===== src/rra_pkg.sv =====
// Shared types and constants for the rounded rectangle alpha fill block.
// No dependencies; every other file imports this package.
package rra_pkg;

  // Window clip limit; window registers above this are capped to it.
  localparam logic [14:0] COORD_LIM = 15'd4096;

  // Register indexes on the configuration port (word address paddr[4:2])
  localparam logic [2:0] REG_RECT_LEFT     = 3'd0;
  localparam logic [2:0] REG_RECT_TOP      = 3'd1;
  localparam logic [2:0] REG_RECT_WIDTH    = 3'd2;
  localparam logic [2:0] REG_RECT_HEIGHT   = 3'd3;
  localparam logic [2:0] REG_CORNER_RADIUS = 3'd4;
  localparam logic [2:0] REG_FILL_COLOR    = 3'd5;
  localparam logic [2:0] REG_WINDOW_WIDTH  = 3'd6;
  localparam logic [2:0] REG_WINDOW_HEIGHT = 3'd7;

  typedef struct packed {
    logic [11:0] pixel_x;
    logic [11:0] pixel_y;
    logic [31:0] dest_pixel;
  } in_item_t;

  typedef struct packed {
    logic        write_enable;
    logic [31:0] new_pixel;
  } out_item_t;

  typedef struct packed {
    logic signed [12:0] rect_left;
    logic signed [12:0] rect_top;
    logic [12:0]        rect_width;
    logic [12:0]        rect_height;
    logic [11:0]        corner_radius;
    logic [31:0]        fill_color;
    logic [12:0]        window_width;
    logic [12:0]        window_height;
  } cfg_t;

endpackage


===== src/rra_cfg.sv =====
// APB-style configuration register file for the rounded rectangle fill.
// Depends on rra_pkg for the register indexes and the cfg_t struct.
module rra_cfg import rra_pkg::*; (
  input  logic        clk,
  input  logic        rst_n,
  input  logic        psel,
  input  logic        penable,
  input  logic        pwrite,
  input  logic [4:0]  paddr,
  input  logic [31:0] pwdata,
  output logic [31:0] prdata,
  output logic        pready,
  output cfg_t        cfg
);

  cfg_t       cfg_r;
  logic       wr;
  logic [2:0] idx;

  assign pready = 1'b1;
  assign wr     = psel && penable && pwrite;
  assign idx    = paddr[4:2];
  assign cfg    = cfg_r;

  always_ff @(posedge clk) begin
    if (!rst_n) begin
      cfg_r.rect_left     <= '0;
      cfg_r.rect_top      <= '0;
      cfg_r.rect_width    <= '0;
      cfg_r.rect_height   <= '0;
      cfg_r.corner_radius <= '0;
      cfg_r.fill_color    <= '0;
      cfg_r.window_width  <= 13'd380;
      cfg_r.window_height <= 13'd508;
    end else if (wr) begin
      case (idx)
        REG_RECT_LEFT:     cfg_r.rect_left     <= pwdata[12:0];
        REG_RECT_TOP:      cfg_r.rect_top      <= pwdata[12:0];
        REG_RECT_WIDTH:    cfg_r.rect_width    <= pwdata[12:0];
        REG_RECT_HEIGHT:   cfg_r.rect_height   <= pwdata[12:0];
        REG_CORNER_RADIUS: cfg_r.corner_radius <= pwdata[11:0];
        REG_FILL_COLOR:    cfg_r.fill_color    <= pwdata;
        REG_WINDOW_WIDTH:  cfg_r.window_width  <= pwdata[12:0];
        REG_WINDOW_HEIGHT: cfg_r.window_height <= pwdata[12:0];
        default: ;
      endcase
    end
  end

  always_comb begin
    case (idx)
      REG_RECT_LEFT:     prdata = {19'd0, cfg_r.rect_left};
      REG_RECT_TOP:      prdata = {19'd0, cfg_r.rect_top};
      REG_RECT_WIDTH:    prdata = {19'd0, cfg_r.rect_width};
      REG_RECT_HEIGHT:   prdata = {19'd0, cfg_r.rect_height};
      REG_CORNER_RADIUS: prdata = {20'd0, cfg_r.corner_radius};
      REG_FILL_COLOR:    prdata = cfg_r.fill_color;
      REG_WINDOW_WIDTH:  prdata = {19'd0, cfg_r.window_width};
      REG_WINDOW_HEIGHT: prdata = {19'd0, cfg_r.window_height};
      default:           prdata = '0;
    endcase
  end

endmodule


===== config.mk =====
export PLATFORM = sky130hd
export DESIGN_NAME = rra_cfg
export DESIGN_NICKNAME = d
export VERILOG_FILES = /design/src/rra_pkg.sv /design/src/rra_cfg.sv
export SDC_FILE = /design/constraint.sdc
export NUM_CORES = 1
export LEC_CHECK = 0
export BUFFER_PORTS_ARGS = -buffer_cell sky130_fd_sc_hd__buf_4
export CAP_MARGIN = 0
export CORE_MARGIN = 2
export CORE_UTILIZATION = 31
export DETAILED_ROUTE_END_ITERATION = 10
export PLACE_DENSITY = 0.65
export SLEW_MARGIN = 10
export SYNTH_ARGS = -nofsm -noshare
export SYNTH_HDL_FRONTEND = slang
export SYNTH_SLANG_ARGS = --single-unit

===== constraint.sdc =====
create_clock -name clk -period 1.9 [get_ports clk]
set_input_delay 0.095 -clock clk [delete_from_list [all_inputs] [get_ports clk]]
set_output_delay 0.095 -clock clk [all_outputs]
set_load 0.05 [all_outputs]

## After elaboration in Yosys (flattened, before gate mapping)

Cells that the tools add are included.
Widths: inputs -> output; s select.

- Bits in registers: 122
- Bits in latches: 0
- RAM bits: 0
- ROM bits: 0
- Input port bits: 42
- Output and inout bits: 155
- Word-level logic and storage cells: 27
- Memories kept: 0

- Add/subtract/negate cells: 0
- Multiply operators: 0
- Div/mod/pow operators: 0
- Magnitude comparators: 0
- Eq/ne operators: 7
- Shift-type cells: 0
- Muxes and demuxes: 1
- Bitwise logic cells: 0
- Reduce and logical (&&, ||, !) cells: 11

Operators by type and width:

| kind | count |
|---|---|
| $pmux 32 s8 | 1 |
| $reduce_and 2->1 | 8 |
| $eq 3x3->1 const B | 4 |
| $eq 3x2->1 const B | 2 |
| $eq 3x1->1 const B | 1 |
| $logic_not 3->1 | 1 |
| $logic_and 1x1->1 | 2 |

## Logic depth before layout (Yosys ltp)

- Word-level depth: 3
- Mapped depth: 7
- Gate-level depth less buffers: 4

## Worst setup path after synthesis

OpenSTA, ideal clock, no wires.

- Kind: reg2out
- From: reg cfg_r (netlist bit cfg[80])
- To: out prdata[10]
- Data arrival time: 1.851 ns
- Data required time: 1.805 ns
- Setup slack: -0.046 ns
- Cell stages (with the launch flop): 4
- Path buffers: 0
- Path through: dfxtp_1 -> mux2i_1 -> a211o_1 -> a21oi_1

- Word-level cells in the longest chain between the ends: 1

RTL lines:

| what | RTL line | source |
|---|---|---|
| start: declaration | rra_cfg.sv:16 | `cfg_t cfg_r;` |
| $pmux 32 s8 | rra_cfg.sv:51 | `case (idx)` |
| end: declaration | rra_cfg.sv:11 | `output logic [31:0] prdata,` |

No other way between the ends.

## Worst setup path after layout

- From: reg cfg_r (netlist bit cfg[27])
- To: out prdata[1]

The elaborated chain is that of the path after synthesis.

==> summary.md <==
| Metric | Value |
|---|---|
| Status | complete, but fails checks |
| Failing checks | setup timing |
| Synth area leader | dfxtp_1 |
| Sink Count | 122 |
| DIE HEIGHT | 140 um |
| Initial DRC Count | 397 |
| CTS tree | built |
| Largest net degree at the start of global routing | 56 |
| Post-route cell area | 0.00843 sq mm |
| DRT Wirelength | 19.6 mm |
| Initial core utilization | 0.317 |
| Buffers on Ports | 193 |
| Core Footprint | 0.0180 sq mm |
| Combinational share of power | 0.111 |
| Fin worst setup slack | -0.0198 ns |
| DRT antenna net count | 0 |
| Placed cell areas | 0.00734 sq mm |
| Die X | 140 um |
| Worst-path cell chain | mux2_4 -> a22o_1 -> a221oi_2 -> nor2_1 -> buf_6 |
| Final core occ | 0.468 |
| H-tree depth | 4 |
| Routability cong. | 0.846 |
| HP Class | in2reg |
| Crit path time final | 1.92 ns |
| Num CTS Buffers | 17 |
| Max VDD drop | 653 uV |
| Via count | 5,572 |
| Largest stage delay on the critical path | 0.33 ns |
| Number of fill cells | 1,777 |
| GR Util met2 | 0.297 |
| WL/cell | 17.1 um |
| #FFs+latches synth | 122 |
| Post-synthesis sequential area ratio | 0.428 |
| GRT Util Overall | 0.195 |
| Max reg flops | 122 |
| Worst skew pair latency | 0.41 ns |
| Reg clk slew, reported paths | 0.05 ns |
| Post-route clock period utilization | 1.01 |
| DRC | 0 |
| Sequential power share | 0.392 |
| Worst-margin pin slew | 0.680 ns |
| Critical path's slowest cell | dfxtp_2 |
| Share of layout cells above drive strength 1 | 0.330 |
| Syn avg cell area | 8.23 sq um |
| Bufs and invs on worst path | 1 |
| First-pass GRT wire length | 30.1 mm |
| Critical path endpoint category | output pin |
| Leak | 3.48 nW |
| Gate Count Post-Synth | 694 |
| Net Switching | 1.65 mW |
| RSZ-0062 raised after global routing | true |
| Area Growth Syn to Fin | 47.6% |
| Clock share of power | 0.496 |
| GRT Max-Usage Layer | met2 |
| DRT Pass-1 Iters | 5 |
| Critical path class | reg2out |
| Final #Nets | 943 |
| MaxCap Viol Count | 0 |
| ANT cells | 0 |
| Setup violations, final | 1 |
| Pwr per Cell Area | 786 mW/mm^2 |
| Largest cells by area after synthesis | dfxtp_1, nand2_1, a21boi_0 |
| Fmax achieved | 521 MHz |
| Share of the synthesized area in the top cell type | 0.428 |
| Switch share | 0.249 |
| M3 GR Usage | 0.0654 |
| Worst setup SP type | register |
| Rel. slew slack | 0.546 |
| Initial antenna violation count | 0 |
| # IOs | 197 |
| Crit-path max FO | 3 |
| Final HPWL DP | 13.9 mm |
| # rows | 49 |
| Synth Cell Area | 0.00571 sq mm |
| Clk root buf | clkbuf_16 |
| Synthesized Nets | 736 |
| Vias in the first global route | 5,249 |
| Total number of yosys warnings | 0 |
| Family with the most delay on the worst path | compound AO/OA/AOI/OAI gates |
| WP data required | 1.80 ns |
| Unique cell type count in the Yosys netlist | 35 |
| Met1 GRT Util | 0.263 |
| Max Buffers Root-to-Sink | 2 |
| Final Hold Fails | 0 |
| Slew Viols, Final | 0 |
| Skew final | 0 ns |
| Avg Vias per Cell | 4.87 |
| Die area | 0.0195 sq mm |
| Overflow after GRT | 0 |
| Arrival time at the worst endpoint | 1.82 ns |
| Power Internal | 4.97 mW |
## logic make-up (layout without fill, tap and decap cells)
family	count (synthesis)	in the layout	share of synthesized area
other cells	1	1	0.000657
mux	36	36	0.0677
flops	122	122	0.428
simple gates	289	289	0.220
compound gates	166	166	0.212
buf+inv	80	300	0.0721
## cell usage after synthesis
cell and count:
a211o_1 1, a21boi_0 73, a21boi_1 26, a21oi_1 3, a221oi_1 20, a22o_1 10
and2_1 19, buf_2 23, buf_4 16, buf_6 3, clkbuf_1 25, conb_1 1
dfxtp_1 122, inv_1 13, mux2_2 11, mux2i_1 24, mux4_2 1, nand2_1 199
nand2b_1 3, nand3_1 14, nand4_1 1, nand4b_4 1, nor2_1 28, nor2_2 3
nor2_4 1, nor2b_1 12, nor3_2 2, o21ai_0 29, o221a_2 1, o221ai_1 2
o22ai_1 1, or2_1 1, or2_2 2, or3_1 2, or3_4 1
## worst reg2reg max path, delay by kind of cell, from the launching register on
kind	cells	cell delay [ns]
AOI/OAI and AO/OA	2	0.27
DFF	1	0.39
## power groups by stage
stage               clock network, mW  registers (mW)  logic [mW]
floorplan                           0            2.72       0.360
global placement                    0            2.65       0.645
detailed placement                  0            2.65       0.650
CTS                              3.33            2.60       0.716
global route                     3.44            2.60       0.779
finish                           3.29            2.60       0.738
## layout by cell type, fill, tap and decap left out, types with 8 or more instances in the layout
master         netlist  layout
dlygate4sd3_1        0      32
a221oi_1            20      10
a22o_1              10      10
inv_1               13      13
o21ai_0             29      29
dfxtp_2              0      14
mux2i_1             24      24
dfxtp_1            122     108
buf_6                3       8
a221oi_2             0      10
buf_4               16     210
nand3_1             14      14
clkbuf_16            0      17
nor2_1              28      27
nand2_1            199     199
a21boi_0            73      73
and2_1              19      19
nor2b_1             12      12
a21boi_1            26      26
## repair_timing
action / CTS / global route
resized for setup: 8 / 30
endpoints found under the setup margin: 8 / 9
hold buffers: 32 / 0
endpoints found under the hold margin: 100 / 0
pin swaps: 0 / 15
buffers inserted: 0 / 6
## layout make-up
class / count / area [sq um] / share of cell area
Multi-Input combinational cell: 492 / 2950 / 0.350
Tap cell: 229 / 287 / 0.0340
Timing Repair Buffer: 255 / 2090 / 0.248
Clock inverter: 11 / 146 / 0.0174
Sequential cell: 122 / 2460 / 0.292
Inverter: 13 / 48.8 / 0.00579
Clock buffer: 21 / 450 / 0.0534
## per-layer routing
layer | vias to the layer above | part of all wire | wire (um)
met2 | 213 | 0.45 | 8860
met5 | - | 0 | 0
li1 | 2729 | - | -
met3 | 13 | 0.082 | 1620
met4 | 0 | 0.011 | 225
met1 | 2617 | 0.45 | 8900
## final timing paths
kind	endpoint	cells after the start	slack, ns	startpoint
worst max-delay path	prdata[1]	5	-0.02	cfg[27]
worst max register to register	cfg[61]	2	1.16	cfg[61]
worst min-delay path	cfg[17]	2	0.15	rst_n
worst min register to register	cfg[29]	2	0.46	cfg[29]
## per-stage QoR
step | hold WS [ns] | setup WS, ns | cells | total power [mW] | TNS [ns]
2_1_floorplan | 0.230 | 0.0446 | 694 | 3.08 | 0
3_3_place_gp | 0.358 | 0.123 | 1073 | 3.30 | 0
3_5_place_dp | 0.366 | 0.0898 | 1073 | 3.30 | 0
4_1_cts | 0.119 | -0.0178 | 1137 | 6.64 | -0.0178
5_1_grt | 0.164 | -0.0708 | 1143 | 6.82 | -0.237
6_report | 0.153 | -0.0198 | 1143 | 6.63 | -0.0198
Power figures use the tool's default switching activity.
