<file path="src/rra_pkg.sv">
// Shared types and constants for the rounded rectangle alpha fill block.
// No dependencies; every other file imports this package.
package rra_pkg;

  // Window clip limit; window registers above this are capped to it.
  localparam logic [14:0] COORD_LIM = 15'd4096;

  // Register indexes on the configuration port (word address paddr[4:2])
  localparam logic [2:0] REG_RECT_LEFT     = 3'd0;
  localparam logic [2:0] REG_RECT_TOP      = 3'd1;
  localparam logic [2:0] REG_RECT_WIDTH    = 3'd2;
  localparam logic [2:0] REG_RECT_HEIGHT   = 3'd3;
  localparam logic [2:0] REG_CORNER_RADIUS = 3'd4;
  localparam logic [2:0] REG_FILL_COLOR    = 3'd5;
  localparam logic [2:0] REG_WINDOW_WIDTH  = 3'd6;
  localparam logic [2:0] REG_WINDOW_HEIGHT = 3'd7;

  typedef struct packed {
    logic [11:0] pixel_x;
    logic [11:0] pixel_y;
    logic [31:0] dest_pixel;
  } in_item_t;

  typedef struct packed {
    logic        write_enable;
    logic [31:0] new_pixel;
  } out_item_t;

  typedef struct packed {
    logic signed [12:0] rect_left;
    logic signed [12:0] rect_top;
    logic [12:0]        rect_width;
    logic [12:0]        rect_height;
    logic [11:0]        corner_radius;
    logic [31:0]        fill_color;
    logic [12:0]        window_width;
    logic [12:0]        window_height;
  } cfg_t;

endpackage

</file>
<file path="src/rra_cover.sv">
// Coverage pipeline: window clip, rectangle bounds and rounded corner test.
// Four register stages; depends on rra_pkg for cfg_t and COORD_LIM.
module rra_cover import rra_pkg::*; (
  input  logic        clk,
  input  logic        en,
  input  logic [11:0] pixel_x,
  input  logic [11:0] pixel_y,
  input  cfg_t        cfg,
  output logic        cov
);

  // stage 1: offsets from the rectangle origin, window clip
  logic signed [15:0] ex_nxt, ey_nxt, ex_r, ey_r;
  logic [14:0]        lim_x, lim_y;
  logic               win_nxt, win_r;

  // stage 2: bounds and corner offsets
  logic signed [15:0] w16, h16, r16, wr16, hr16;
  logic signed [15:0] dxl, dxr, dyt, dyb;
  logic               inrect, left, right, top, bottom;
  logic [11:0]        dx_nxt, dy_nxt, dx_r, dy_r;
  logic               corner_nxt, corner_r, ok_nxt, ok_r;

  // stage 3: squares
  logic [23:0]        dx2_r, dy2_r, rr_r;
  logic               corner3_r, ok3_r;

  // stage 4: distance compare
  logic [24:0]        dsq;
  logic               cov_r;

  always_comb begin
    ex_nxt = $signed({4'd0, pixel_x}) - $signed({{3{cfg.rect_left[12]}}, cfg.rect_left});
    ey_nxt = $signed({4'd0, pixel_y}) - $signed({{3{cfg.rect_top[12]}}, cfg.rect_top});
    lim_x  = ({2'd0, cfg.window_width} < COORD_LIM) ? {2'd0, cfg.window_width} : COORD_LIM;
    lim_y  = ({2'd0, cfg.window_height} < COORD_LIM) ? {2'd0, cfg.window_height} : COORD_LIM;
    win_nxt = ({3'd0, pixel_x} < lim_x) && ({3'd0, pixel_y} < lim_y);
  end

  always_ff @(posedge clk) begin
    if (en) begin
      ex_r  <= ex_nxt;
      ey_r  <= ey_nxt;
      win_r <= win_nxt;
    end
  end

  always_comb begin
    w16  = $signed({3'd0, cfg.rect_width});
    h16  = $signed({3'd0, cfg.rect_height});
    r16  = $signed({4'd0, cfg.corner_radius});
    wr16 = w16 - r16;
    hr16 = h16 - r16;
    inrect = (ex_r >= 16'sd0) && (ex_r < w16) && (ey_r >= 16'sd0) && (ey_r < h16);
    left   = ex_r < r16;
    right  = ex_r >= wr16;
    top    = ey_r < r16;
    bottom = ey_r >= hr16;
    dxl = r16 - ex_r;
    dxr = ex_r - (wr16 - 16'sd1);
    dyt = r16 - ey_r;
    dyb = ey_r - (hr16 - 16'sd1);
    // first matching corner in order TL, TR, BL, BR reduces to this
    corner_nxt = (left || right) && (top || bottom);
    dx_nxt = left ? dxl[11:0] : dxr[11:0];
    dy_nxt = top ? dyt[11:0] : dyb[11:0];
    ok_nxt = win_r && inrect;
  end

  always_ff @(posedge clk) begin
    if (en) begin
      dx_r     <= dx_nxt;
      dy_r     <= dy_nxt;
      corner_r <= corner_nxt;
      ok_r     <= ok_nxt;
    end
  end

  always_ff @(posedge clk) begin
    if (en) begin
      dx2_r     <= 24'(dx_r) * 24'(dx_r);
      dy2_r     <= 24'(dy_r) * 24'(dy_r);
      rr_r      <= 24'(cfg.corner_radius) * 24'(cfg.corner_radius);
      corner3_r <= corner_r;
      ok3_r     <= ok_r;
    end
  end

  assign dsq = {1'b0, dx2_r} + {1'b0, dy2_r};

  always_ff @(posedge clk) begin
    if (en) begin
      cov_r <= ok3_r && (!corner3_r || (dsq <= {1'b0, rr_r}));
    end
  end

  assign cov = cov_r;

endmodule

</file>
<file path="config.mk">
export PLATFORM = sky130hd
export DESIGN_NAME = rra_cover
export DESIGN_NICKNAME = d
export VERILOG_FILES = /design/src/rra_pkg.sv /design/src/rra_cover.sv
export SDC_FILE = /design/constraint.sdc
export NUM_CORES = 1
export LEC_CHECK = 0
export BUFFER_PORTS_ARGS = -buffer_cell sky130_fd_sc_hd__buf_2
export CORE_ASPECT_RATIO = 1.5
export CORE_MARGIN = 4
export CORE_UTILIZATION = 60
export CTS_CLUSTER_DIAMETER = 30
export DETAILED_ROUTE_END_ITERATION = 7
export GPL_ROUTABILITY_DRIVEN = 0
export GPL_TIMING_DRIVEN = 0
export PLACE_DENSITY = 0.81
export SKIP_CTS_REPAIR_TIMING = 1
export SLEW_MARGIN = 20
export SYNTH_ARGS = -nofsm -noshare
export SYNTH_HDL_FRONTEND = slang
export SYNTH_SLANG_ARGS = --single-unit
</file>
<file path="constraint.sdc">
create_clock -name clk -period 11.9 [get_ports clk]
set_input_delay 2.38 -clock clk [delete_from_list [all_inputs] [get_ports clk]]
set_output_delay 2.38 -clock clk [all_outputs]
set_load 0.01 [all_outputs]
</file>
* Word-level counts from Yosys, hierarchy flattened
Cells that the tools add are included.
Word-level totals: register bits 130, latch bits 0, ROM bits 0, memories 0, input bits 148, bits in writable memories 0
Operators by class: $mul 3, mux-type cells 4, bitwise operators 0, shift-type cells 0, reduce and logical (&&, ||, !) cells 11, divide/modulo/power cells 0, add/subtract/negate cells 11, magnitude comparators 13, eq/ne operators 0
Operators with widths (number):
- multiplier 12 x 12 -> 24 bit | 3
- subtractor 12 bit | 4
- >= comparator 14 x 1 -> 1 bit, second input constant | 2
- >= comparator 14 bit | 2
- less-than comparator 14 x 13 -> 1 bit | 2
- less-than comparator 14 bit | 2
- subtractor 13 x 12 -> 14 bit | 2
- subtractor 13 x 13 -> 14 bit | 2
- less-than comparator 12 x 13 -> 1 bit | 2
- less-than comparator 13 bit, second input constant | 2
- 2-to-1 mux 13 bit | 2
- adder 24 x 24 -> 25 bit | 1
- <= comparator 25 x 24 -> 1 bit | 1
- 2-to-1 mux 12 bit | 2
- subtractor 12 x 2 -> 12 bit, second input constant | 2
- logical AND 1 bit | 7
- logical OR 1 bit | 3
- logical NOT 1 bit | 1

* Depth between registers and ports, before layout
depth after elaboration 5, mapped depth 22, gate-level depth less buffers 21

* Worst setup path after synthesis
OpenSTA, ideal clock, no wires.
path kind input to register, start point input cfg[59] (netlist name), end point register rr_r[23], data pin, required time 11.641 ns, path buffers 1, path slack 4.579 ns, stages on the path 20, arrival time 7.062 ns, cells stage by stage inv_1 -> clkbuf_1 -> nor2_1 -> fa_1 -> fa_1 -> inv_1 -> fa_1 -> inv_1 -> fa_1 -> inv_1 -> fa_1 -> inv_1 -> ha_1 -> o21ai_0 -> nor2_1 -> nand4_1 -> a31oi_1 -> a31oi_1 -> a21oi_1 -> xnor2_1
On the way: longest elaborated chain between the ends 1
Ends and longest elaborated chain:
- from (decl) | RTL line rra_cover.sv:8 | input cfg_t cfg,
- multiplier 12 x 12 -> 24 bit | RTL line rra_cover.sv:83 | rr_r <= 24'(cfg.corner_radius) * 24'(cfg.corner_radius);
- to (signal assigned) | RTL line rra_cover.sv:83
- to (decl) | RTL line rra_cover.sv:25 | logic [23:0] dx2_r, dy2_r, rr_r;
Every way passes these cells. A chain may end at the register's enable or synchronous reset.

* Final worst setup path
start point input cfg[60] (netlist name), end point register rr_r[23], data pin
The elaborated chain is that of the path after synthesis.

==> flow_summary_export.csv <==
group,metric,value,unit
setup_path,end_kind,"register",
routing,vias,19000,
synth,yosysWarnings,0,
setup_path,cp_top_family,"adder cells",
synth,synth_cell_types,76,
synth,synth-edff-count,127,
place,hpwl,47.8,mm
setup_path,cp.arrival,7.99,ns
floorplanning,die_h,253,um
outcome,outcome,"complete, no violations",
synth,ys_top_cells_by_area,"ha_1, fa_1, edfxtp_1",
global_routing,grt_pass1_vias,20800,
synth,synthCells,2629,
floorplanning,die_w,171,um
setup_path,slowest_delay,0.78,ns
synth,synth_top_area_share,21.7,%
global_routing,grt_first_pass_wirelength,94.2,mm
timing,grt_setup_unrepaired,"no",
routing,drt_pass1_iterations,6,
cts,cts.sinks,127,
setup_path,cp-start-kind,"input pin",
timing,hold_violations,0,
synth,netlist.top_cell.by_area,"ha_1",
cells_and_area,fin_nets,3582,
timing,fin_tns_setup,0,ns
cts,cts_tree,"yes",
routing,wl,56.6,mm
floorplanning,dieArea,0.0432,mm^2
setup_path,path_buf_inv,7,
floorplanning,rows,89,
timing,post-route-period-util,65.6,%
cells_and_area,drive_above_1_share,6.37,%
routing,detail-route-antenna-nets,0,
global_routing,track_usage,26.9,%
synth,synthArstFlopShare,0,%
synth,ys_ff_latch,127,
routing,drtIter0Drc,957,
synth,synthTopCellsByCount,"inv_1, ha_1, fa_1, nor2_1, nand2_1",
routing,drt-vias-per-instance,5.81,
setup_path,path_class,"in -> reg",
setup_path,worstPathRequired,12.07,ns
cts,cts_made_buffers,17,
synth,synth_flop_cell,"edfxtp_1",
setup_path,cp_cell_sequence,"buf_2, inv_1, clkbuf_1, nor2_1, fa_1, fa_1, inv_1, fa_1, inv_1, fa_1, inv_1, fa_1, inv_1, ha_1, o21ai_0, nor2_1, nand4_1, a31oi_1, a31oi_1, a21oi_1, xnor2_1",
routing,drcViolationCount,0,
routing,routedWlPerCell,17.3,um
timing,max_freq,128,MHz
cts,htreeDepth,4,
synth,syn_area,0.0239,mm^2
timing,slew_headroom,32.1,%
timing,min_period,7.81,ns
cts,path_clk_slew,0.06,ns
flow_run,maxCapViolations,0,
global_routing,grt_max_degree,85,
timing,worst_slew_pin_slew,1.02,ns
synth,synth_nets,3446,
global_routing,grt_overflow,0,
cells_and_area,syn_to_final_growth,7.39,%
worst_hold_path,min-delay-path-class,"reg -> reg",
synth,avgSynthCellArea,9.10,um^2
cts,cts.root.buffer_cell,"clkbuf_16",
floorplanning,core,0.0394,mm^2
place,portBuffers,116,
floorplanning,ios,149,
global_routing,antenna_found_initial,2,
timing,finClkSkew,0.0126,ns
synth,synth_seq_area_share,15.9,%
cts,insertion_delay,0.44,ns
cts,clockBufferDepth,2,
floorplanning,initial_core_util,60.7,%
timing,report.final.slew_viol_count,0,
setup_path,cp_slowest_cell,"clkbuf_1",
synth,synth.most_common_cell,"inv_1",
setup_path,worstPathMaxFanout,13,
timing,final-setup-viol-count,0,
==> cell families after synthesis <==
logic type | share of synthesized area, %
and+or+nand+nor | 13.2
DFF | 15.9
buffers and inverters | 8.91
AOI/OAI and AO/OA | 12.6
muxes | 0.779
xor gates and xnor gates | 5.60
adders and majority gates | 43.0
==> flip-flops by register name, indices dropped and copies added, names as in the netlist <==
signal     cells
dx_r          12
ok3_r          1
rr_r          23
cov            1
dy_r          12
ey_r          14
dx2_r         23
win_r          1
ok_r           1
ex_r          14
dy2_r         23
corner_r       1
corner3_r      1
==> worst paths after layout <==
| check | start | slack, ns | end | cells past startpoint |
|---|---|---|---|---|
| hold reg to reg | ok_r | 0.45 | ok3_r | 0 |
| setup / recovery | cfg[60] | 4.09 | rr_r[23] | 21 |
| hold / removal | ok_r | 0.45 | ok3_r | 0 |
| setup reg to reg | dy_r[3] | 5.65 | dy2_r[22] | 18 |
==> per-stage QoR <==
stage | setup WS, ns | hold slack, ns | area [um^2] | utilization [%] | instances
2_1_floorplan | 4.58 | 0.400 | 23900 | - | 2629
3_3_place_gp | 3.46 | 0.419 | 25100 | 63.7 | 3245
3_5_place_dp | 3.62 | 0.424 | 25200 | 63.8 | 3246
4_1_cts | 4.09 | 0.434 | 25700 | 65.2 | 3278
5_1_grt | 3.83 | 0.463 | 25700 | 65.2 | 3279
6_report | 4.09 | 0.449 | 25700 | 65.2 | 3279
==> routing by layer <==
layer | vias up | wire, um | global-route usage (%)
met2 | 603 | 30600 | 51.6
li1 | 9021 | - | -
met1 | 9142 | 19000 | 25.9
met3 | 279 | 2880 | 4.57
met5 | - | 0 | 0
met4 | 0 | 4160 | 17.2
==> area by class of cell <==
cell class                      instances  area [um^2]
Buffer                                 37          148
Antenna cell                            1         2.50
Clock buffer                           19          433
Clock inverter                         13         90.1
Inverter                              529         1990
Timing Repair Buffer                  117          614
Multi-Input combinational cell       1936        18000
Fill cell                            3123        13700
Sequential cell                       127         3810
Tap cell                              500          626
==> cells in the final DEF, fill, tap and decap left out, types with 6 or more instances in the layout <==
cell,count
and2_1,90
or2_2,11
and3_1,12
clkbuf_1,36
nor2b_1,36
nand4_1,13
o211ai_1,15
a211oi_1,18
a21o_1,53
a21boi_0,6
xor2_1,53
nor3_1,45
nand2b_1,47
o21bai_1,13
a31oi_1,17
o21a_1,39
o31ai_1,8
clkbuf_16,17
nor4_1,10
a21oi_1,136
nor2_1,159
nand2_1,157
xnor2_1,100
o311ai_0,6
and4_1,6
buf_2,115
a211o_1,6
edfxtp_1,127
o41ai_1,7
clkinv_1,6
mux2i_1,13
inv_1,523
o21ai_0,81
nand3_1,31
fa_1,255
clkinvlp_4,6
ha_1,414
Power is left out: the tool's default activity adds up to more than one toggle a clock period on the data nets, which glitch-free logic cannot reach.
