### src/rra_pkg.sv
// Shared types and constants for the rounded rectangle alpha fill block.
// No dependencies; every other file imports this package.
package rra_pkg;

  // Window clip limit; window registers above this are capped to it.
  localparam logic [14:0] COORD_LIM = 15'd4096;

  // Register indexes on the configuration port (word address paddr[4:2])
  localparam logic [2:0] REG_RECT_LEFT     = 3'd0;
  localparam logic [2:0] REG_RECT_TOP      = 3'd1;
  localparam logic [2:0] REG_RECT_WIDTH    = 3'd2;
  localparam logic [2:0] REG_RECT_HEIGHT   = 3'd3;
  localparam logic [2:0] REG_CORNER_RADIUS = 3'd4;
  localparam logic [2:0] REG_FILL_COLOR    = 3'd5;
  localparam logic [2:0] REG_WINDOW_WIDTH  = 3'd6;
  localparam logic [2:0] REG_WINDOW_HEIGHT = 3'd7;

  typedef struct packed {
    logic [11:0] pixel_x;
    logic [11:0] pixel_y;
    logic [31:0] dest_pixel;
  } in_item_t;

  typedef struct packed {
    logic        write_enable;
    logic [31:0] new_pixel;
  } out_item_t;

  typedef struct packed {
    logic signed [12:0] rect_left;
    logic signed [12:0] rect_top;
    logic [12:0]        rect_width;
    logic [12:0]        rect_height;
    logic [11:0]        corner_radius;
    logic [31:0]        fill_color;
    logic [12:0]        window_width;
    logic [12:0]        window_height;
  } cfg_t;

endpackage

### src/rra_blend.sv
// Source-over blend pipeline: alpha products, divide by 255 via reciprocal,
// then a 2-bit-per-stage restoring divide by the output alpha. Uses rra_pkg.
module rra_blend import rra_pkg::*; (
  input  logic        clk,
  input  logic        en,
  input  logic [31:0] dest_pixel,
  input  cfg_t        cfg,
  output logic [31:0] blend_word,
  output logic [31:0] dest_out
);

  localparam int          LANES    = 3;
  localparam int          DSTAGES  = 4;
  // floor(x * RECIP_255 / 2^32) == floor(x / 255) for all x < 2^24
  localparam logic [24:0] RECIP_255 = 25'h1010102;

  logic [7:0]  sa, inv, da;

  // B1
  logic [15:0] t_r;
  logic [15:0] ssa_r   [LANES];
  logic [7:0]  d_r     [LANES];
  logic [31:0] dest1_r;
  // B2
  logic [40:0] tm;
  logic [7:0]  tq_r;
  logic [23:0] prod_r  [LANES];
  logic [15:0] ssa2_r  [LANES];
  logic [31:0] dest2_r;
  // B3
  logic [8:0]  oa_sum;
  logic [7:0]  oa3_r;
  logic [15:0] pq_r    [LANES];
  logic [15:0] ssa3_r  [LANES];
  logic [31:0] dest3_r;
  // B4
  logic [16:0] num     [LANES];
  logic [16:0] rem4_r  [LANES];
  logic        sat4_r  [LANES];
  logic [7:0]  oa4_r;
  logic [31:0] dest4_r;
  // divide stages
  logic [16:0] rem_r   [DSTAGES][LANES];
  logic [7:0]  q_r     [DSTAGES][LANES];
  logic        sat_r   [DSTAGES][LANES];
  logic [7:0]  oa_r    [DSTAGES];
  logic [31:0] dest_r  [DSTAGES];

  assign sa  = cfg.fill_color[31:24];
  assign inv = 8'd255 - sa;
  assign da  = dest_pixel[31:24];

  always_ff @(posedge clk) begin
    if (en) begin
      t_r     <= 16'(da) * 16'(inv);
      dest1_r <= dest_pixel;
      for (int c = 0; c < LANES; c++) begin
        ssa_r[c] <= 16'(cfg.fill_color[8*c +: 8]) * 16'(sa);
        d_r[c]   <= dest_pixel[8*c +: 8];
      end
    end
  end

  assign tm = 41'(t_r) * 41'(RECIP_255);

  always_ff @(posedge clk) begin
    if (en) begin
      tq_r    <= tm[39:32];
      dest2_r <= dest1_r;
      for (int c = 0; c < LANES; c++) begin
        prod_r[c] <= 24'(d_r[c]) * 24'(t_r);
        ssa2_r[c] <= ssa_r[c];
      end
    end
  end

  assign oa_sum = {1'b0, sa} + {1'b0, tq_r};

  always_ff @(posedge clk) begin : b3
    logic [48:0] pm;
    if (en) begin
      oa3_r   <= oa_sum[8] ? 8'd255 : oa_sum[7:0];
      dest3_r <= dest2_r;
      for (int c = 0; c < LANES; c++) begin
        pm = 49'(prod_r[c]) * 49'(RECIP_255);
        pq_r[c]   <= pm[47:32];
        ssa3_r[c] <= ssa2_r[c];
      end
    end
  end

  always_comb begin
    for (int c = 0; c < LANES; c++) begin
      num[c] = {1'b0, ssa3_r[c]} + {1'b0, pq_r[c]};
    end
  end

  always_ff @(posedge clk) begin
    if (en) begin
      oa4_r   <= oa3_r;
      dest4_r <= dest3_r;
      for (int c = 0; c < LANES; c++) begin
        rem4_r[c] <= num[c];
        // quotient would not fit in 8 bits: channel saturates
        sat4_r[c] <= num[c] >= {1'b0, oa3_r, 8'd0};
      end
    end
  end

  for (genvar k = 0; k < DSTAGES; k++) begin : g_div
    logic [16:0] rem_in [LANES];
    logic [7:0]  q_in   [LANES];
    logic        sat_in [LANES];
    logic [7:0]  oa_in;
    logic [31:0] dest_in;
    logic [16:0] rem_nxt [LANES];
    logic [7:0]  q_nxt   [LANES];

    if (k == 0) begin : g_first
      always_comb begin
        oa_in   = oa4_r;
        dest_in = dest4_r;
        for (int c = 0; c < LANES; c++) begin
          rem_in[c] = rem4_r[c];
          q_in[c]   = '0;
          sat_in[c] = sat4_r[c];
        end
      end
    end else begin : g_next
      always_comb begin
        oa_in   = oa_r[k-1];
        dest_in = dest_r[k-1];
        for (int c = 0; c < LANES; c++) begin
          rem_in[c] = rem_r[k-1][c];
          q_in[c]   = q_r[k-1][c];
          sat_in[c] = sat_r[k-1][c];
        end
      end
    end

    // two restoring steps, quotient bits 7-2k and 6-2k
    always_comb begin
      logic [16:0] rm;
      logic [7:0]  qq;
      logic [16:0] dv;
      for (int c = 0; c < LANES; c++) begin
        rm = rem_in[c];
        qq = q_in[c];
        for (int s = 0; s < 2; s++) begin
          dv = 17'(oa_in) << (7 - 2*k - s);
          if (rm >= dv) begin
            rm = rm - dv;
            qq[7 - 2*k - s] = 1'b1;
          end
        end
        rem_nxt[c] = rm;
        q_nxt[c]   = qq;
      end
    end

    always_ff @(posedge clk) begin
      if (en) begin
        oa_r[k]   <= oa_in;
        dest_r[k] <= dest_in;
        for (int c = 0; c < LANES; c++) begin
          rem_r[k][c] <= rem_nxt[c];
          q_r[k][c]   <= q_nxt[c];
          sat_r[k][c] <= sat_in[c];
        end
      end
    end
  end

  always_comb begin
    blend_word[31:24] = oa_r[DSTAGES-1];
    for (int c = 0; c < LANES; c++) begin
      blend_word[8*c +: 8] = sat_r[DSTAGES-1][c] ? 8'd255 : q_r[DSTAGES-1][c];
    end
  end

  assign dest_out = dest_r[DSTAGES-1];

endmodule

### config.mk
export PLATFORM = sky130hd
export DESIGN_NAME = rra_blend
export DESIGN_NICKNAME = d
export VERILOG_FILES = /design/src/rra_pkg.sv /design/src/rra_blend.sv
export SDC_FILE = /design/constraint.sdc
export NUM_CORES = 2
export LEC_CHECK = 0
export BUFFER_PORTS_ARGS = -buffer_cell sky130_fd_sc_hd__buf_2
export CAP_MARGIN = 20
export CORE_ASPECT_RATIO = 0.8
export CORE_MARGIN = 10
export CORE_UTILIZATION = 40
export DETAILED_ROUTE_END_ITERATION = 8
export MAX_ROUTING_LAYER = met4
export PLACE_DENSITY_LB_ADDON = 0.05
export SLEW_MARGIN = 15
export SYNTH_ARGS = -nofsm -noshare
export SYNTH_HDL_FRONTEND = slang
export SYNTH_SLANG_ARGS = --single-unit
### constraint.sdc
create_clock -name clk -period 13.8 [get_ports clk]
set_clock_uncertainty 0.15 [all_clocks]
set_input_delay 2.76 -clock clk [delete_from_list [all_inputs] [get_ports clk]]
set_output_delay 2.76 -clock clk [all_outputs]
set_load 0.01 [all_outputs]
# Word level (Yosys, flattened, before mapping)
# Memory sizes are Yosys's and may differ from the RTL's.
# Cells that the tools add are included.
dict set report totals {
  memories 13
  wordCells 141
  mem_bits_rw 814
  out_inout_bits 64
  register_bits 168
  inputBits 156
}
dict set report op_classes {
  mul 11
  add_sub_neg 29
  muxes 53
  n_lt_le_gt_ge 27
}
# memory depth word_bits rd rd_ports_with_merged_regs wr line_no
set mem_list {}
lappend mem_list {rem_r 4 51 3 0 4 rra_blend.sv:43} ;# logic [16:0] rem_r [DSTAGES][LANES];
lappend mem_list {dest_r 4 32 4 0 4 rra_blend.sv:47} ;# logic [31:0] dest_r [DSTAGES];
lappend mem_list {q_r 4 24 4 0 4 rra_blend.sv:44} ;# logic [7:0] q_r [DSTAGES][LANES];
lappend mem_list {prod_r 3 24 3 0 3 rra_blend.sv:27} ;# logic [23:0] prod_r [LANES];
lappend mem_list {rem4_r 3 17 3 0 3 rra_blend.sv:38} ;# logic [16:0] rem4_r [LANES];
lappend mem_list {pq_r 3 16 3 0 3 rra_blend.sv:33} ;# logic [15:0] pq_r [LANES];
lappend mem_list {{+7 memories} n/a n/a n/a n/a n/a n/a}
# op n
set ops {}
lappend ops {{17-bit two-way mux} 24}
lappend ops {{24-bit by 24-bit multiplier with 47-bit output (second input constant)} 3}
lappend ops {{8-bit by 16-bit multiplier with 24-bit output} 3}
lappend ops {{8-bit by 8-bit multiplier with 16-bit output} 4}
lappend ops {{16-bit by 16-bit adder with 17-bit output} 3}
lappend ops {{17-bit by 10-bit greater-or-equal comparator with 1-bit output} 3}
lappend ops {{17-bit by 11-bit greater-or-equal comparator with 1-bit output} 3}
lappend ops {{17-bit by 12-bit greater-or-equal comparator with 1-bit output} 3}
lappend ops {{17-bit by 13-bit greater-or-equal comparator with 1-bit output} 3}
lappend ops {{17-bit by 14-bit greater-or-equal comparator with 1-bit output} 3}
lappend ops {{17-bit by 15-bit greater-or-equal comparator with 1-bit output} 3}
lappend ops {{17-bit by 16-bit greater-or-equal comparator with 1-bit output} 3}
lappend ops {{17-bit by 8-bit greater-or-equal comparator with 1-bit output} 3}
lappend ops {{17-bit by 9-bit greater-or-equal comparator with 1-bit output} 3}
lappend ops {{17-bit by 10-bit subtractor with 17-bit output} 3}
lappend ops {{17-bit by 11-bit subtractor with 17-bit output} 3}
lappend ops {{17-bit by 12-bit subtractor with 17-bit output} 3}
lappend ops {{17-bit by 13-bit subtractor with 17-bit output} 3}
lappend ops {{17-bit by 14-bit subtractor with 17-bit output} 3}
lappend ops {{17-bit by 15-bit subtractor with 17-bit output} 3}
lappend ops {{17-bit by 8-bit subtractor with 17-bit output} 3}
lappend ops {{17-bit by 9-bit subtractor with 17-bit output} 3}
lappend ops {{16-bit by 24-bit multiplier with 39-bit output (second input constant)} 1}
lappend ops {{1-bit two-way mux} 26}
lappend ops {{other kinds (3)} 5}

# Depth between registers and ports, before layout
# An unclocked memory read counts as a cell.
dict set report depth {
  ltp_word 5
  ltp_mapped 25
  depth_no_buf 23
}

# Worst setup path before layout
# No wires, ideal clock.
dict set report synth_path {
  path_kind {input port to flip-flop}
  from {input port cfg[52] in the netlist's numbering}
  to {memory ssa_r[0][14], data pin}
  path_buffers 1
  required_ns 13.393
  path_slack_ns 6.691
  setup_ns 0.257
  arrival_ns 6.702
  path_stages 17
  path_cell_list {clkbuf_1 > nand2_1 > fa_1 > fa_1 > fa_1 > inv_1 > fa_1 > ha_1 > inv_1 > o21ai_0 > a21oi_1 > o21bai_1 > a21oi_1 > o21ai_0 > or4_1 > o311a_1 > xor2_1}
}
# element line_no
set synth_rtl {}
lappend synth_rtl {{start, declared} rra_blend.sv:7} ;# input cfg_t cfg,
lappend synth_rtl {{end, declared} rra_blend.sv:21} ;# logic [15:0] ssa_r [LANES];

==> results.yml <==
floorplan:
  fp.dieH_um: 400
  ioPinCount: 220
  core_area_mm2: 0.179
  die_w_um: 495
  start_util: 0.403
  num_rows: 139
  dieArea_mm2: 0.198
place:
  postPlaceCellArea_mm2: 0.0758
  portBuffers: 129
  hpwl_um: 127000
  placedCellCount: 9032
  gp_congestion: 0.848
routing:
  first_pass_iters: 6
  ant_nets: 0
  via_per_inst: 5.02
  drt_iter0_drc: 2198
  route.detailed.drc: 0
  wl_um: 165000
  via_count: 46310
  wire_per_inst_um: 17.9
logic_synthesis:
  ys_ff_latch: 871
  ys_warn_count: 0
  async_flop_share: 0
  seq_area_frac_synth: 0.362
  synth.most_common_cell: "ha_1"
  synth_common_cells: "ha_1 (1132), inv_1 (930), edfxtp_1 (871), fa_1 (470), and2_1 (445)"
  yosysTopAreaCell: "edfxtp_1"
  syn_nets: 8346
  synth.area.top_cells: "edfxtp_1 (36%), ha_1 (20%), fa_1 (13%), inv_1 (4.8%), and2_1 (3.9%)"
  synth_top_area_share: 0.362
  synth-edff-count: 871
  syn_area_mm2: 0.0723
  synth_cells: 6588
  ys_types: 95
  avgSynthCellArea_um2: 11.0
  synthFlopType: "edfxtp_1"
worst_setup_path:
  worstSetupEndpointType: "register"
  arrival_ns: 7.58
  path_cells: "buf_2, nand2_1, fa_1, fa_1, fa_1, inv_1, fa_1, ha_1, o21ai_0, a21boi_0, o21ai_0, a21boi_0, o21ai_0, a21boi_0, o21ai_0, nor2b_1, xnor2_1"
  cp_top_family: "adder cells"
  path_buf_inv: 2
  critPathRequiredTime_ns: 14.11
  cpPeakStageDelay_ns: 0.63
  cp-startpoint: "cfg[52]"
  r2r-end: "rem_r[0][96]$_DFFE_PP_"
  r2r_start: "oa_r[0][0]$_DFFE_PP_"
  reg2reg_slack_ns: 6.77
  path_class: "input pin to register"
  worst_r2r_path_depth: 20
  cp_num_cells: 17
  critPathMaxFanout: 33
  start_kind: "input pin"
  crit_slowest_cell: "buf_2"
sta:
  drv_slew: 0
  hold_viol: 0
  fin_crit_sh: 0.527
  setup_tns_ns: 0
  relSlewSlack: 0.377
  fin_crit_ns: 7.27
  max_freq_ghz: 0.138
  grt_setup_unrepaired: "false"
  tightest_slew_ns: 0.934
  setup_viol: 0
grt:
  first_global_vias: 48112
  grt_max_degree: 153
  grt_pass1_wl_um: 268000
  grt-ovfl-total: 0
  antenna_found_initial: 22
  track_usage: 0.173
cells_and_area:
  nNetsFinal: 8498
  post-route-util: 0.441
  design_area_mm2: 0.0792
  layout-drive-gt1-share: 0.0654
  instances_no_fill: 9229
  area_growth_pct: 9.61
worst_hold_path:
  worstHoldPathType: "register to register"
  hold_depth: 0
  hold_path_end: "sat_r[1][3]$_DFFE_PP_"
  min_from: "sat_r[1][0]$_DFFE_PP_"
clocking:
  cts_tree: "done"
  post-cts-setup-buffer-count: 0
  cts_hold_buf: 0
  clock_sinks: 871
  cts_root_buf: "clkbuf_16"
  insertion_delay_ns: 0.72
  numCtsBuffers: 102
  ctsResizeCount: 0
  clockBufferDepth: 3
  htree_levels: 3
  clk_pin_slew_ns: 0.06
status:
  status: "complete, no violations"
flow_run:
  cap_violations: 0
==> how the worst max path moves through the flow <==
stage / endpoint / slack [ns]
6_report: ssa_r[0][29]$_DFFE_PP_ / 6.53
5_1_grt: rem_r[0][90]$_DFFE_PP_ / 6.04
4_1_cts: ssa_r[0][29]$_DFFE_PP_ / 6.51
3_5_place_dp: ssa_r[0][29]$_DFFE_PP_ / 5.73
3_3_place_gp: t_r[13]$_DFFE_PP_ / 5.82
2_1_floorplan: ssa_r[0][14]$_DFFE_PP_ / 6.69
==> per-stage QoR <==
stage | hold slack, ns | setup WS, ns
global route | 0.265 | 6.04
CTS | 0.259 | 6.51
finish | 0.256 | 6.53
floorplan | 0.250 | 6.69
global placement | 0.250 | 5.82
detailed placement | 0.255 | 5.73
==> state kept, by name, indices dropped and copies added (netlist names), 48 cells and up <==
signal,count
ssa3_r,48
ssa2_r,48
dest_r,128
ssa_r,48
q_r,60
rem4_r,51
pq_r,48
rem_r,153
prod_r,72
==> cells in the final DEF (no fill, tap or decap), types with 108 or more instances in the layout <==
cell type	Yosys	layout
a21oi_1	240	240
and2_1	445	445
buf_2	3	128
edfxtp_1	871	871
fa_1	470	470
ha_1	1132	1132
inv_1	930	930
nand2_1	426	426
nor2_1	307	307
nor2b_1	116	116
nor3_1	108	108
o21ai_0	231	231
xnor2_1	225	225
==> cells by family after synthesis <==
kind of cell	count (synthesis)	share of synthesized area
AOI/OAI and AO/OA	904	0.0799
and+or+nand+nor	1786	0.129
xor gates and xnor gates	296	0.0359
DFF	871	0.362
adders and majority gates	1602	0.326
muxes	83	0.0125
buffers and inverters	1046	0.0546
==> routing by layer <==
metal / track usage / vias to the layer above / share of wire
met4: 0.0382 / 0 / 0.024
met1: 0.249 / 22362 / 0.51
met2: 0.257 / 645 / 0.42
li1: - / 23112 / -
met5: - / - / 0
met3: 0.0255 / 191 / 0.040
==> final cells by class <==
cell class                 count  area [um^2]
fill                       16968       100000
multi-input combinational   4671        42200
sequential                   871        26200
inverter                     932         3500
tap                         2397         3000
clock buffer                 112         2630
timing repair buffer         162          966
clock inverter                72          769
antenna                       12         30.0
Power is left out: the tool's default activity adds up to more than one toggle a clock period on the data nets, which glitch-free logic cannot reach.
